File: config.mk
export PLATFORM = sky130hd
export DESIGN_NAME = sobel_cmd_queue
export DESIGN_NICKNAME = d
export VERILOG_FILES = /design/src/design/sobel_edge_threshold_stream_top_macros.svh /design/src/design/sobel_pkg.sv /design/src/design/sobel_cmd_queue.sv
export SDC_FILE = /design/constraint.sdc
export NUM_CORES = 1
export LEC_CHECK = 0
export BUFFER_PORTS_ARGS = -buffer_cell sky130_fd_sc_hd__buf_2
export CORE_AREA = 2 2 116 84
export CTS_CLUSTER_DIAMETER = 80
export DETAILED_ROUTE_END_ITERATION = 7
export DIE_AREA = 0 0 118 86
export PLACE_DENSITY = 0.83
export REMOVE_ABC_BUFFERS = 1
export SYNTH_ARGS = -nofsm -noshare
export SYNTH_HDL_FRONTEND = slang
export SYNTH_SLANG_ARGS = --single-unit
File: constraint.sdc
create_clock -name aclk -period 3.6 [get_ports aclk]
set_clock_uncertainty 0.05 [all_clocks]
set_input_delay 0.54 -clock aclk [delete_from_list [all_inputs] [get_ports aclk]]
set_output_delay 0.54 -clock aclk [all_outputs]
set_load 0.05 [all_outputs]
File: src/design/sobel_edge_threshold_stream_top_macros.svh
// ----------------------------------------------------------------------------
// Sobel edge stream assertion macros
// Shared concurrent assertion forms, clocked on aclk and held off in reset.
// ----------------------------------------------------------------------------
`ifndef SOBEL_EDGE_THRESHOLD_STREAM_TOP_MACROS_SVH
`define SOBEL_EDGE_THRESHOLD_STREAM_TOP_MACROS_SVH

// The condition holds at every clock edge out of reset.
`define SOBEL_ASSERT_ALWAYS(label, cond, msg) \
    label: assert property (@(posedge aclk) disable iff (!aresetn) (cond)) \
        else $error(msg);

// Whenever the antecedent holds, the consequent holds in the same cycle.
`define SOBEL_ASSERT_IMPLY(label, ante, cons, msg) \
    label: assert property (@(posedge aclk) disable iff (!aresetn) (ante) |-> (cons)) \
        else $error(msg);

`endif

File: src/design/sobel_pkg.sv
// ----------------------------------------------------------------------------
// Sobel edge stream package
// Types, constants and helper functions shared by the edge detector modules.
// ----------------------------------------------------------------------------
package sobel_pkg;

    // Frame geometry limits and derived counter widths.
    localparam int MAX_WIDTH  = 2048;
    localparam int MAX_HEIGHT = 2048;
    localparam int COL_W      = $clog2(MAX_WIDTH);
    localparam int ROW_W      = $clog2(MAX_HEIGHT);

    // Field widths fixed by the interface.
    localparam int GREY_W     = 8;
    localparam int COORD_W    = 11;
    localparam int CFG_DATA_W = 12;
    localparam int CFG_IDX_W  = 2;
    localparam int THR_W      = 11;

    // Register reset values.
    localparam logic [CFG_DATA_W-1:0] FRAME_WIDTH_RST    = 12'd640;
    localparam logic [CFG_DATA_W-1:0] FRAME_HEIGHT_RST   = 12'd480;
    localparam logic [THR_W-1:0]      EDGE_THRESHOLD_RST = 11'd160;

    // Divide by three as a multiply by 683 and a shift by 11; exact for sums below 2048.
    localparam int SUM_W       = GREY_W + 2;
    localparam int PROD_W      = 2 * SUM_W;
    localparam int GREY_RECIP  = 683;
    localparam int GREY_SHIFT  = 11;

    // Gradient arithmetic widths.
    localparam int GRAD_W = 11;
    localparam int ABS_W  = 10;

    localparam logic [GREY_W-1:0] EDGE_ON  = 8'd255;
    localparam logic [GREY_W-1:0] EDGE_OFF = 8'd0;

    // Queue depths, powers of two.
    localparam int CMDQ_DEPTH = 4;
    localparam int CMDQ_AW    = $clog2(CMDQ_DEPTH);
    localparam int CMDQ_CW    = $clog2(CMDQ_DEPTH + 1);
    localparam int RESQ_DEPTH = 8;
    localparam int RESQ_AW    = $clog2(RESQ_DEPTH);
    localparam int RESQ_CW    = $clog2(RESQ_DEPTH + 1);

    // Result slots of one pixel, in emission order.
    localparam int RES_A = 0;
    localparam int RES_B = 1;
    localparam int RES_C = 2;
    localparam int RES_N = 3;

    typedef enum logic [CFG_IDX_W-1:0] {
        CFG_FRAME_WIDTH    = 2'd0,
        CFG_FRAME_HEIGHT   = 2'd1,
        CFG_EDGE_THRESHOLD = 2'd2
    } cfg_index_t;

    typedef struct packed {
        logic [7:0] red;
        logic [7:0] green;
        logic [7:0] blue;
    } pixel_t;

    typedef struct packed {
        logic [COORD_W-1:0] out_column;
        logic [COORD_W-1:0] out_row;
        logic [GREY_W-1:0]  edge_pixel;
        logic               last_of_run;
    } result_t;

    // One classified pixel handed from the front part to the back part.
    typedef struct packed {
        logic [GREY_W-1:0] grey;
        logic [COL_W-1:0]  col;
        logic [ROW_W-1:0]  row;
        logic [RES_N-1:0]  emit;
        logic              interior;
    } cmd_t;

    // One entry of the result queue: up to three results of one pixel.
    typedef struct packed {
        logic [COL_W-1:0] col;
        logic [ROW_W-1:0] row;
        logic [RES_N-1:0] emit;
        logic             edge_hit;
    } res_entry_t;

    function automatic logic signed [GRAD_W:0] grey_ext(input logic [GREY_W-1:0] v);
        return $signed({{(GRAD_W + 1 - GREY_W){1'b0}}, v});
    endfunction

endpackage

File: src/design/sobel_cmd_queue.sv
// ----------------------------------------------------------------------------
// Sobel command queue
// Short first-in first-out buffer between the front end and the back end.
// ----------------------------------------------------------------------------
module sobel_cmd_queue import sobel_pkg::*; (
    input  logic aclk,
    input  logic aresetn,
    input  logic push,
    input  cmd_t push_cmd,
    output logic full,
    input  logic pop,
    output logic empty,
    output cmd_t head
);

    cmd_t               mem_reg [CMDQ_DEPTH];
    logic [CMDQ_AW-1:0] wr_ptr_reg, rd_ptr_reg;
    logic [CMDQ_CW-1:0] count_reg, count_next;

    assign full  = (count_reg == CMDQ_CW'(CMDQ_DEPTH));
    assign empty = (count_reg == '0);
    assign head  = mem_reg[rd_ptr_reg];

    always_comb begin
        count_next = count_reg;
        if (push && !pop) begin
            count_next = count_reg + 1'b1;
        end else if (pop && !push) begin
            count_next = count_reg - 1'b1;
        end
    end

    always_ff @(posedge aclk) begin
        if (push) begin
            mem_reg[wr_ptr_reg] <= push_cmd;
        end
    end

    always_ff @(posedge aclk) begin
        if (!aresetn) begin
            wr_ptr_reg <= '0;
            rd_ptr_reg <= '0;
            count_reg  <= '0;
        end else begin
            if (push) begin
                wr_ptr_reg <= wr_ptr_reg + 1'b1;
            end
            if (pop) begin
                rd_ptr_reg <= rd_ptr_reg + 1'b1;
            end
            count_reg <= count_next;
        end
    end

endmodule

==> metrics.txt <==
TritonCTS sink count=approximately 150; Num CTS Buffers=17; synthesized netlist cell count=~220; tightest slew margin relative to the limit=a little under two fifths; Critical Path RT=~3.0 ns; average wire per standard cell=20.7 um; top-level port count=74; sort of element at the end of the critical path=output pin; pin slew with the least headroom to its limit=0.935 ns; Max Freq=approximately 0.35 GHz; power per cell area=between 600 and 700 nW/um^2; number of remaining DRC errors=0; synthesized area per cell=about 24 um^2; count of final max-slew check failures=0; count of inserted antenna diode cells=0; pin count of the biggest net entering global routing=35; wire length of the first global-routing pass=14400 um; Total GRT Usage=between 10% and 20%; commonest non-fill, non-tap cells in the layout=136 x edfxtp_1, 73 x buf_2, 30 x mux4_2; # rows=29; leakage power=between 2 and 2.5 nW; R2R setup slack=about 1.8 ns; Sum Neg Setup Slack=0 ns; final estimated routing congestion in global placement=~0.7; die width=between 100 and 150 um; P&R area growth vs syn=19.0%; DR iter-0 viols=232; clock slew at reported path FFs=0.06 ns; via total after detailed routing=approximately 2.5k; min Tclk post-route=around 2.9 ns; Unique masters post-synth=22; per-cell via count in the routed design=5.53; proportion of layout cells with a drive suffix above 1=about 44%; Crit Path Max Fanout=18; remaining antenna violation count=0; most frequent standard cell in the layout excluding fill and tap cells=edfxtp_1; Worst Setup Start Kind=register; Initial Util=60.3%; gr ovfl total=0; share of synthesized area occupied by flip-flops and latches=79.0%; status=complete, no violations; number of optimization iterations in the first detailed-route pass=4; Die Ht=approximately 86 um; YS warnings=0; clock network latency to the later pin of the worst-skew pair=between 0.4 and 0.5 ns; area of the core=between 8000 and 9000 um^2; area enclosed by the die boundary=10100 um^2; CTS Hold Bufs=0; total half-perimeter wirelength after legalization and detailed placement=between 5000 and 6000 um; max FFs per register=around 140; vias in the first global route=~2.6k; final hold violation count=0; CTS tree=done; kind of critical path=reg2out; post-CTS setup buffer count=0; peak supply drop=~0.00044 V; antenna violations before repair=1; RR Startpoint=wr_ptr_reg[0]; number of synthesized register bits=~150; Crit path arrival time=2.28 ns; Hold Crit Class=in2reg; count of final setup violators=0; buffer cell driving the clock tree root=clkbuf_16; worst-case clock buffer depth=2; beginning of the worst hold path=push_cmd[21]; unrepaired setup endpoints after global routing=false; count of H-tree levels built during CTS=4; PortBufs=73; net total in the final layout=~350; share of the clock period used by the worst path=79.8%; total detailed-routing wirelength=approximately 9000 um; number of instances resized during post-cts repair=0; MaxCap Viol Count=0; cell area after synthesis=5400 um^2; worst hold-check slack=between 0.2 and 0.3 ns
==> where the power goes <==
group / total [mW] / switching (mW) / internal, mW / leakage, nW
Clock: 1.64 / 0.626 / 1.01 / 0.289
Combinational: 0.534 / 0.366 / 0.168 / 0.630
Sequential: 1.99 / 0.0512 / 1.94 / 1.32
Total: 4.16 / 1.04 / 3.11 / 2.24
==> stage by stage <==
stage	utilization, %	setup WS (ns)	instance area, um^2	instances	power [mW]
after global routing	71.7	0.542	6420	444	4.30
after CTS	71.7	0.655	6420	444	4.19
after floorplan	-	0.574	5310	213	2.41
after global placement	65.3	1.12	5850	412	2.54
final	71.7	0.727	6420	444	4.16
after detailed placement	65.3	1.10	5850	412	2.56
==> cell usage after synthesis (all sizes together) <==
cell type	instances	area (um^2)
nor2b	2	12.5
mux2i	2	20.0
o21ai	1	5.00
edfxtp	136	4080
mux4	34	781
or3	1	6.26
inv	4	15.0
dfxtp	9	180
xnor2	2	17.5
clkbuf	1	3.75
ha	5	62.6
nand2	1	3.75
fa	1	20.0
a21boi	1	7.51
xor2	3	26.3
nor3	1	5.00
nor3b	1	7.51
buf	7	86.3
and2	9	56.3
==> worst paths after layout <==
check | to | cells after the start
worst max-delay path | head[33] | 3
worst min-delay path | mem_reg[0][21] | 1
worst max register to register | mem_reg[2][32] | 3
worst min register to register | count_reg[2] | 2
==> metal layers <==
layer | up-vias | share of wire, % | GRT usage, %
li1 | 1093 | - | -
met3 | 0 | 5.1 | 6.18
met4 | 0 | 0 | 7.89
met2 | 89 | 48 | 30.0
met5 | - | 0 | 0
met1 | 1275 | 46 | 28.2
==> critical path, cell delays in order, from the launching register on <==
cell and delay (ns):
dfxtp_2 0.73, buf_4 0.33, mux4_1 0.58, buf_2 0.23
==> area by class of cell <==
cell class                      instances  area (um^2)
Sequential cell                       145         4270
Fill cell                             527         2540
Multi-Input combinational cell         64         1040
Clock buffer                           23          520
Timing Repair Buffer                   75          380
Tap cell                              124          155
Clock inverter                          9         51.3
Inverter                                4         15.0
==> cell families (layout without fill, tap and decap cells) <==
logic type / count (synthesis) / in the layout / synth area share (%)
AOI/OAI and AO/OA: 2 / 2 / 0.232
buffers and inverters: 12 / 111 / 1.95
xor gates and xnor gates: 5 / 5 / 0.811
and+or+nand+nor: 15 / 15 / 1.69
adders and majority gates: 6 / 6 / 1.53
DFF: 145 / 145 / 79.0
muxes: 36 / 36 / 14.8
Power figures use the tool's default switching activity.
