===== config.mk =====
export PLATFORM = sky130hd
export DESIGN_NAME = sobel_front
export DESIGN_NICKNAME = d
export VERILOG_FILES = /design/src/design/sobel_edge_threshold_stream_top_macros.svh /design/src/design/sobel_pkg.sv /design/src/design/sobel_front.sv
export SDC_FILE = /design/constraint.sdc
export NUM_CORES = 1
export LEC_CHECK = 0
export ABC_AREA = 0
export BUFFER_PORTS_ARGS = -buffer_cell sky130_fd_sc_hd__buf_2
export CORE_MARGIN = 1.5
export CORE_UTILIZATION = 58
export DETAILED_ROUTE_END_ITERATION = 8
export PLACE_DENSITY = 0.83
export SLEW_MARGIN = 10
export SYNTH_ARGS = -nofsm -noshare
export SYNTH_HDL_FRONTEND = slang
export SYNTH_SLANG_ARGS = --single-unit
export TNS_END_PERCENT = 20

===== constraint.sdc =====
create_clock -name aclk -period 11.7 [get_ports aclk]
set_input_delay 2.34 -clock aclk [delete_from_list [all_inputs] [get_ports aclk]]
set_output_delay 2.34 -clock aclk [all_outputs]
set_load 0.02 [all_outputs]

===== src/design/sobel_edge_threshold_stream_top_macros.svh =====
// ----------------------------------------------------------------------------
// Sobel edge stream assertion macros
// Shared concurrent assertion forms, clocked on aclk and held off in reset.
// ----------------------------------------------------------------------------
`ifndef SOBEL_EDGE_THRESHOLD_STREAM_TOP_MACROS_SVH
`define SOBEL_EDGE_THRESHOLD_STREAM_TOP_MACROS_SVH

// The condition holds at every clock edge out of reset.
`define SOBEL_ASSERT_ALWAYS(label, cond, msg) \
    label: assert property (@(posedge aclk) disable iff (!aresetn) (cond)) \
        else $error(msg);

// Whenever the antecedent holds, the consequent holds in the same cycle.
`define SOBEL_ASSERT_IMPLY(label, ante, cons, msg) \
    label: assert property (@(posedge aclk) disable iff (!aresetn) (ante) |-> (cons)) \
        else $error(msg);

`endif


===== src/design/sobel_pkg.sv =====
// ----------------------------------------------------------------------------
// Sobel edge stream package
// Types, constants and helper functions shared by the edge detector modules.
// ----------------------------------------------------------------------------
package sobel_pkg;

    // Frame geometry limits and derived counter widths.
    localparam int MAX_WIDTH  = 2048;
    localparam int MAX_HEIGHT = 2048;
    localparam int COL_W      = $clog2(MAX_WIDTH);
    localparam int ROW_W      = $clog2(MAX_HEIGHT);

    // Field widths fixed by the interface.
    localparam int GREY_W     = 8;
    localparam int COORD_W    = 11;
    localparam int CFG_DATA_W = 12;
    localparam int CFG_IDX_W  = 2;
    localparam int THR_W      = 11;

    // Register reset values.
    localparam logic [CFG_DATA_W-1:0] FRAME_WIDTH_RST    = 12'd640;
    localparam logic [CFG_DATA_W-1:0] FRAME_HEIGHT_RST   = 12'd480;
    localparam logic [THR_W-1:0]      EDGE_THRESHOLD_RST = 11'd160;

    // Divide by three as a multiply by 683 and a shift by 11; exact for sums below 2048.
    localparam int SUM_W       = GREY_W + 2;
    localparam int PROD_W      = 2 * SUM_W;
    localparam int GREY_RECIP  = 683;
    localparam int GREY_SHIFT  = 11;

    // Gradient arithmetic widths.
    localparam int GRAD_W = 11;
    localparam int ABS_W  = 10;

    localparam logic [GREY_W-1:0] EDGE_ON  = 8'd255;
    localparam logic [GREY_W-1:0] EDGE_OFF = 8'd0;

    // Queue depths, powers of two.
    localparam int CMDQ_DEPTH = 4;
    localparam int CMDQ_AW    = $clog2(CMDQ_DEPTH);
    localparam int CMDQ_CW    = $clog2(CMDQ_DEPTH + 1);
    localparam int RESQ_DEPTH = 8;
    localparam int RESQ_AW    = $clog2(RESQ_DEPTH);
    localparam int RESQ_CW    = $clog2(RESQ_DEPTH + 1);

    // Result slots of one pixel, in emission order.
    localparam int RES_A = 0;
    localparam int RES_B = 1;
    localparam int RES_C = 2;
    localparam int RES_N = 3;

    typedef enum logic [CFG_IDX_W-1:0] {
        CFG_FRAME_WIDTH    = 2'd0,
        CFG_FRAME_HEIGHT   = 2'd1,
        CFG_EDGE_THRESHOLD = 2'd2
    } cfg_index_t;

    typedef struct packed {
        logic [7:0] red;
        logic [7:0] green;
        logic [7:0] blue;
    } pixel_t;

    typedef struct packed {
        logic [COORD_W-1:0] out_column;
        logic [COORD_W-1:0] out_row;
        logic [GREY_W-1:0]  edge_pixel;
        logic               last_of_run;
    } result_t;

    // One classified pixel handed from the front part to the back part.
    typedef struct packed {
        logic [GREY_W-1:0] grey;
        logic [COL_W-1:0]  col;
        logic [ROW_W-1:0]  row;
        logic [RES_N-1:0]  emit;
        logic              interior;
    } cmd_t;

    // One entry of the result queue: up to three results of one pixel.
    typedef struct packed {
        logic [COL_W-1:0] col;
        logic [ROW_W-1:0] row;
        logic [RES_N-1:0] emit;
        logic             edge_hit;
    } res_entry_t;

    function automatic logic signed [GRAD_W:0] grey_ext(input logic [GREY_W-1:0] v);
        return $signed({{(GRAD_W + 1 - GREY_W){1'b0}}, v});
    endfunction

endpackage


===== src/design/sobel_front.sv =====
// ----------------------------------------------------------------------------
// Sobel front end
// Accepts pixels, converts them to grey and tags each with its position and
// the results it will cause.
// ----------------------------------------------------------------------------
module sobel_front import sobel_pkg::*; (
    input  logic                  aclk,
    input  logic                  aresetn,
    input  logic                  s_valid,
    output logic                  s_ready,
    input  pixel_t                s_data,
    input  logic [CFG_DATA_W-1:0] frame_width,
    input  logic [CFG_DATA_W-1:0] frame_height,
    input  logic                  q_full,
    output logic                  q_push,
    output cmd_t                  q_cmd
);

    logic [COL_W-1:0]  col_reg, col_next;
    logic [ROW_W-1:0]  row_reg, row_next;
    logic [COL_W:0]    w_eff, x_inc;
    logic [ROW_W:0]    h_eff, y_inc;
    logic              last_col, last_row;
    logic [SUM_W-1:0]  sum;
    logic [PROD_W-1:0] prod;

    assign s_ready = !q_full;
    assign q_push  = s_valid && !q_full;

    always_comb begin
        if (frame_width == '0) begin
            w_eff = (COL_W + 1)'(1);
        end else if (int'(frame_width) > MAX_WIDTH) begin
            w_eff = (COL_W + 1)'(MAX_WIDTH);
        end else begin
            w_eff = (COL_W + 1)'(frame_width);
        end
        if (frame_height == '0) begin
            h_eff = (ROW_W + 1)'(1);
        end else if (int'(frame_height) > MAX_HEIGHT) begin
            h_eff = (ROW_W + 1)'(MAX_HEIGHT);
        end else begin
            h_eff = (ROW_W + 1)'(frame_height);
        end
    end

    assign x_inc    = {1'b0, col_reg} + 1'b1;
    assign y_inc    = {1'b0, row_reg} + 1'b1;
    assign last_col = (x_inc >= w_eff);
    assign last_row = (y_inc >= h_eff);

    assign sum  = {2'b00, s_data.red} + {2'b00, s_data.green} + {2'b00, s_data.blue};
    assign prod = PROD_W'(sum) * PROD_W'(GREY_RECIP);

    always_comb begin
        q_cmd.grey         = prod[GREY_SHIFT +: GREY_W];
        q_cmd.col          = col_reg;
        q_cmd.row          = row_reg;
        q_cmd.emit[RES_A]  = (col_reg != '0) && (row_reg != '0);
        q_cmd.emit[RES_B]  = last_col && (row_reg != '0);
        q_cmd.emit[RES_C]  = last_row;
        // The window center is one column left and one row up of this pixel.
        q_cmd.interior     = (col_reg >= COL_W'(2)) && ({1'b0, col_reg} < w_eff) &&
                             (row_reg >= ROW_W'(2)) && ({1'b0, row_reg} < h_eff);
    end

    always_comb begin
        col_next = col_reg;
        row_next = row_reg;
        if (q_push) begin
            if (last_col) begin
                col_next = '0;
                row_next = last_row ? '0 : y_inc[ROW_W-1:0];
            end else begin
                col_next = x_inc[COL_W-1:0];
            end
        end
    end

    always_ff @(posedge aclk) begin
        if (!aresetn) begin
            col_reg <= '0;
            row_reg <= '0;
        end else begin
            col_reg <= col_next;
            row_reg <= row_next;
        end
    end

endmodule


==> summary.md <==
| Metric | Value |
|---|---|
| Root Driver | clkbuf_8 |
| Primary FF master, synth | dfxtp_1 |
| CTS buffer count | 3 |
| Initial Util | 60.4% |
| Fraction of registers with async set/reset | 0% |
| I/O Buffers | 87 |
| Nets | 816 |
| Clock skew | 4.37 ps |
| Period utilization | 95.3% |
| Crit path required time | 9360 ps |
| Post-synthesis sequential area ratio | 9.39% |
| Simple-gate share of the synthesized area | 15.3% |
| Wire length of the first global-routing pass | 17600 µm |
| Clock latency on the worst-skew pair | 270 ps |
| Clk buf depth | 2 |
| FILL cells | 646 |
| Multi-input gate area | 3910 µm² |
| Gr usage total | 24.6% |
| Non-filler instance count after layout | 718 |
| Yosys cell types | 62 |
| Routed len/inst | 14.5 µm |
| Vert. Die Dim | 92.9 µm |
| R2r startpoint | col_reg[1]$_SDFFE_PN0P_ |
| Max Fclk | 89.6 MHz |
| Post-synthesis net count | 741 |
| Placed Cells incl. Taps | 714 |
| Syn Area/Cell | 8.66 µm² |
| Global route overflow | 0 |
| Drt first pass iters | 4 |
| Final Slew Violations | 0 |
| Status | completed |
| Post-route ant nets | 0 |
| Synthesized cell area | 4690 µm² |
| Post-cts sizing count | 0 |
| Worst R2R Setup Slack | 8280 ps |
| End of the critical path | q_cmd[30] |
| Largest family of logic cells by synthesized area | adder cells |
| CP Class | in2out |
| Avg Vias per Cell | 5.70 |
| TritonCTS clock tree | yes |
| Rows | 32 |
| Hold Path Class | reg2reg |
| Seq. cell area | 440 µm² |
| Detailed-route via count | 4091 |
| Most frequent cells after synthesis | ha_1 (117), inv_1 (70), nand2_1 (47) |
| Worst Path Max Fanout | 4 |
| Dominant cells by area after synthesis | ha_1 (31%), fa_1 (13%), dfxtp_1 (9.4%) |
| Startpoint Class | input pin |
| Critical path's largest stage delay | 530 ps |
| FF+latch count, synth | 22 |
| Critical path startpoint | s_data[1] |
| Critical Path Most Common Cell | inv_1 |
| Number of diodes | 0 |
| RSZ-0062 raised after global routing | no |
| Post-synth EDFFs | 0 |
| Most frequent cell after synthesis | ha_1 |
| H-tree depth | 1 |
| Final Hold Vio Count | 0 |
| DRT iter0 DRCs | 106 |
| Hpwl dp | 8920 µm |
| Share of cells above drive strength 1 | 16.6% |
| Die Span X | 92.9 µm |
| Tightest Pin Transition | 556 ps |
| Residual DRC | 0 |
| Post-synthesis mux area share | 0.240% |
| Slew HR | 62.8% |
| Worst path arrival time | 8810 ps |
| Worst flop-to-flop path endpoint | row_reg[3]$_SDFFE_PN0P_ |
| Post-Synth Adder-Cell Area | 44.0% |
| Drt total wl | 10400 µm |
| Setup-failing EPs final | 0 |
| Tmin final | 11150 ps |
| Area leader, netlist | ha_1 |
| Setup Fix Bufs, Post-CTS | 0 |
| Share of the synthesized area in the top cell type | 31.2% |
| Final setup TNS | 0 ps |
| Worst R2R Path Depth | 11 |
| DIE AREA | 8640 µm² |
| Initial antenna violation count | 0 |
| Compound-Gate Fraction of Synth Area | 16.9% |
| Post-Synth XOR/XNOR Area | 6.91% |
| Area Growth Syn to Fin | 11.8% |
| Crit. End Element | primary output |
| Yosys warning total | 0 |
| Maxcap violations | 0 |
| Clk sink count | 22 |
| Total core area | 7770 µm² |
| I/O Pins | 88 |
| Vias in the first global route | 4063 |
| Largest net degree at the start of global routing | 23 |
| Clock-pin slew on the worst setup and hold paths | 80 ps |
| Syn Inst Count | 542 |
| Crit-path slowest cell | fa_1 |
| Routability cong. | 0.932 |
| Hold buffers post-CTS | 0 |
[logic make-up after synthesis]
logic type,count (synthesis)
adders and majority gates,147
AOI/OAI and AO/OA,105
muxes,1
DFF,22
xor gates and xnor gates,37
and+or+nand+nor,143
buffers and inverters,87
[how the worst min path moves through the flow]
stage                                  from                       to  slack [ps]  depth (start not counted)
global placement    col_reg[8]$_SDFFE_PN0P_  col_reg[8]$_SDFFE_PN0P_         520                          2
global route        col_reg[8]$_SDFFE_PN0P_  col_reg[8]$_SDFFE_PN0P_         590                          2
floorplan           col_reg[8]$_SDFFE_PN0P_  col_reg[8]$_SDFFE_PN0P_         580                          2
finish              col_reg[8]$_SDFFE_PN0P_  col_reg[8]$_SDFFE_PN0P_         560                          2
detailed placement  col_reg[8]$_SDFFE_PN0P_  col_reg[8]$_SDFFE_PN0P_         540                          2
CTS                 col_reg[8]$_SDFFE_PN0P_  col_reg[8]$_SDFFE_PN0P_         550                          2
[per-stage QoR]
stage / hold WS (ps) / setup WS (ps) / util (%) / cell area, µm²
finish: 557 / 545 / 67.5 / 5250
global route: 589 / 173 / 67.5 / 5250
CTS: 551 / 573 / 67.5 / 5250
detailed placement: 537 / 601 / 66.6 / 5170
global placement: 524 / 851 / 66.6 / 5170
floorplan: 583 / 1270 / - / 4690
[cells in the final DEF (no fill, tap or decap), types with 3 or more instances in the layout]
cell / netlist / layout
a211o_1: 4 / 4
a211oi_1: 5 / 5
a21boi_0: 4 / 4
a21boi_1: 4 / 4
a21o_1: 4 / 4
a21oi_1: 20 / 20
a221o_1: 3 / 3
a22o_1: 4 / 4
a31oi_1: 6 / 6
a41oi_1: 3 / 3
and3_1: 9 / 9
buf_2: 2 / 87
clkbuf_8: 0 / 3
dfxtp_1: 22 / 22
fa_1: 30 / 30
ha_1: 117 / 117
inv_1: 70 / 70
nand2_1: 47 / 47
nand2b_1: 4 / 4
nand3_1: 15 / 15
nand4_1: 6 / 6
nand4b_1: 3 / 3
nor2_1: 27 / 27
nor2b_1: 6 / 6
nor3_1: 6 / 6
nor4_1: 8 / 8
o211ai_1: 5 / 5
o21a_1: 5 / 5
o21ai_0: 14 / 14
o22ai_1: 3 / 3
o2bb2ai_1: 3 / 3
xnor2_1: 24 / 24
xor2_1: 13 / 13
[routing by layer]
layer	global-route usage, %	share of wire [%]	vias to the layer above
met5	0	0	-
met4	4.17	1.2	0
met3	1.72	3.7	15
met2	47.2	52	90
met1	30.2	43	1926
li1	-	-	2060
[worst max-delay path: cells and delay by family]
family | cells | cell delay, ps
simple gates | 2 | 250
fa+ha+maj | 9 | 3380
buf+inv | 9 | 620
compound gates | 8 | 1850
xor+xnor | 2 | 370
[layout make-up]
class                   count  area share (%)
clock buffers               3           0.787
well taps                 102            2.43
flip-flops and latches     22            8.40
repair buffers             87            8.30
multi-input cells         433            74.5
clock inverters             1           0.573
inverters                  70            5.01
Power is not shown: default switching activity piles up to over one toggle a cycle in this logic, so the estimate is an artifact.
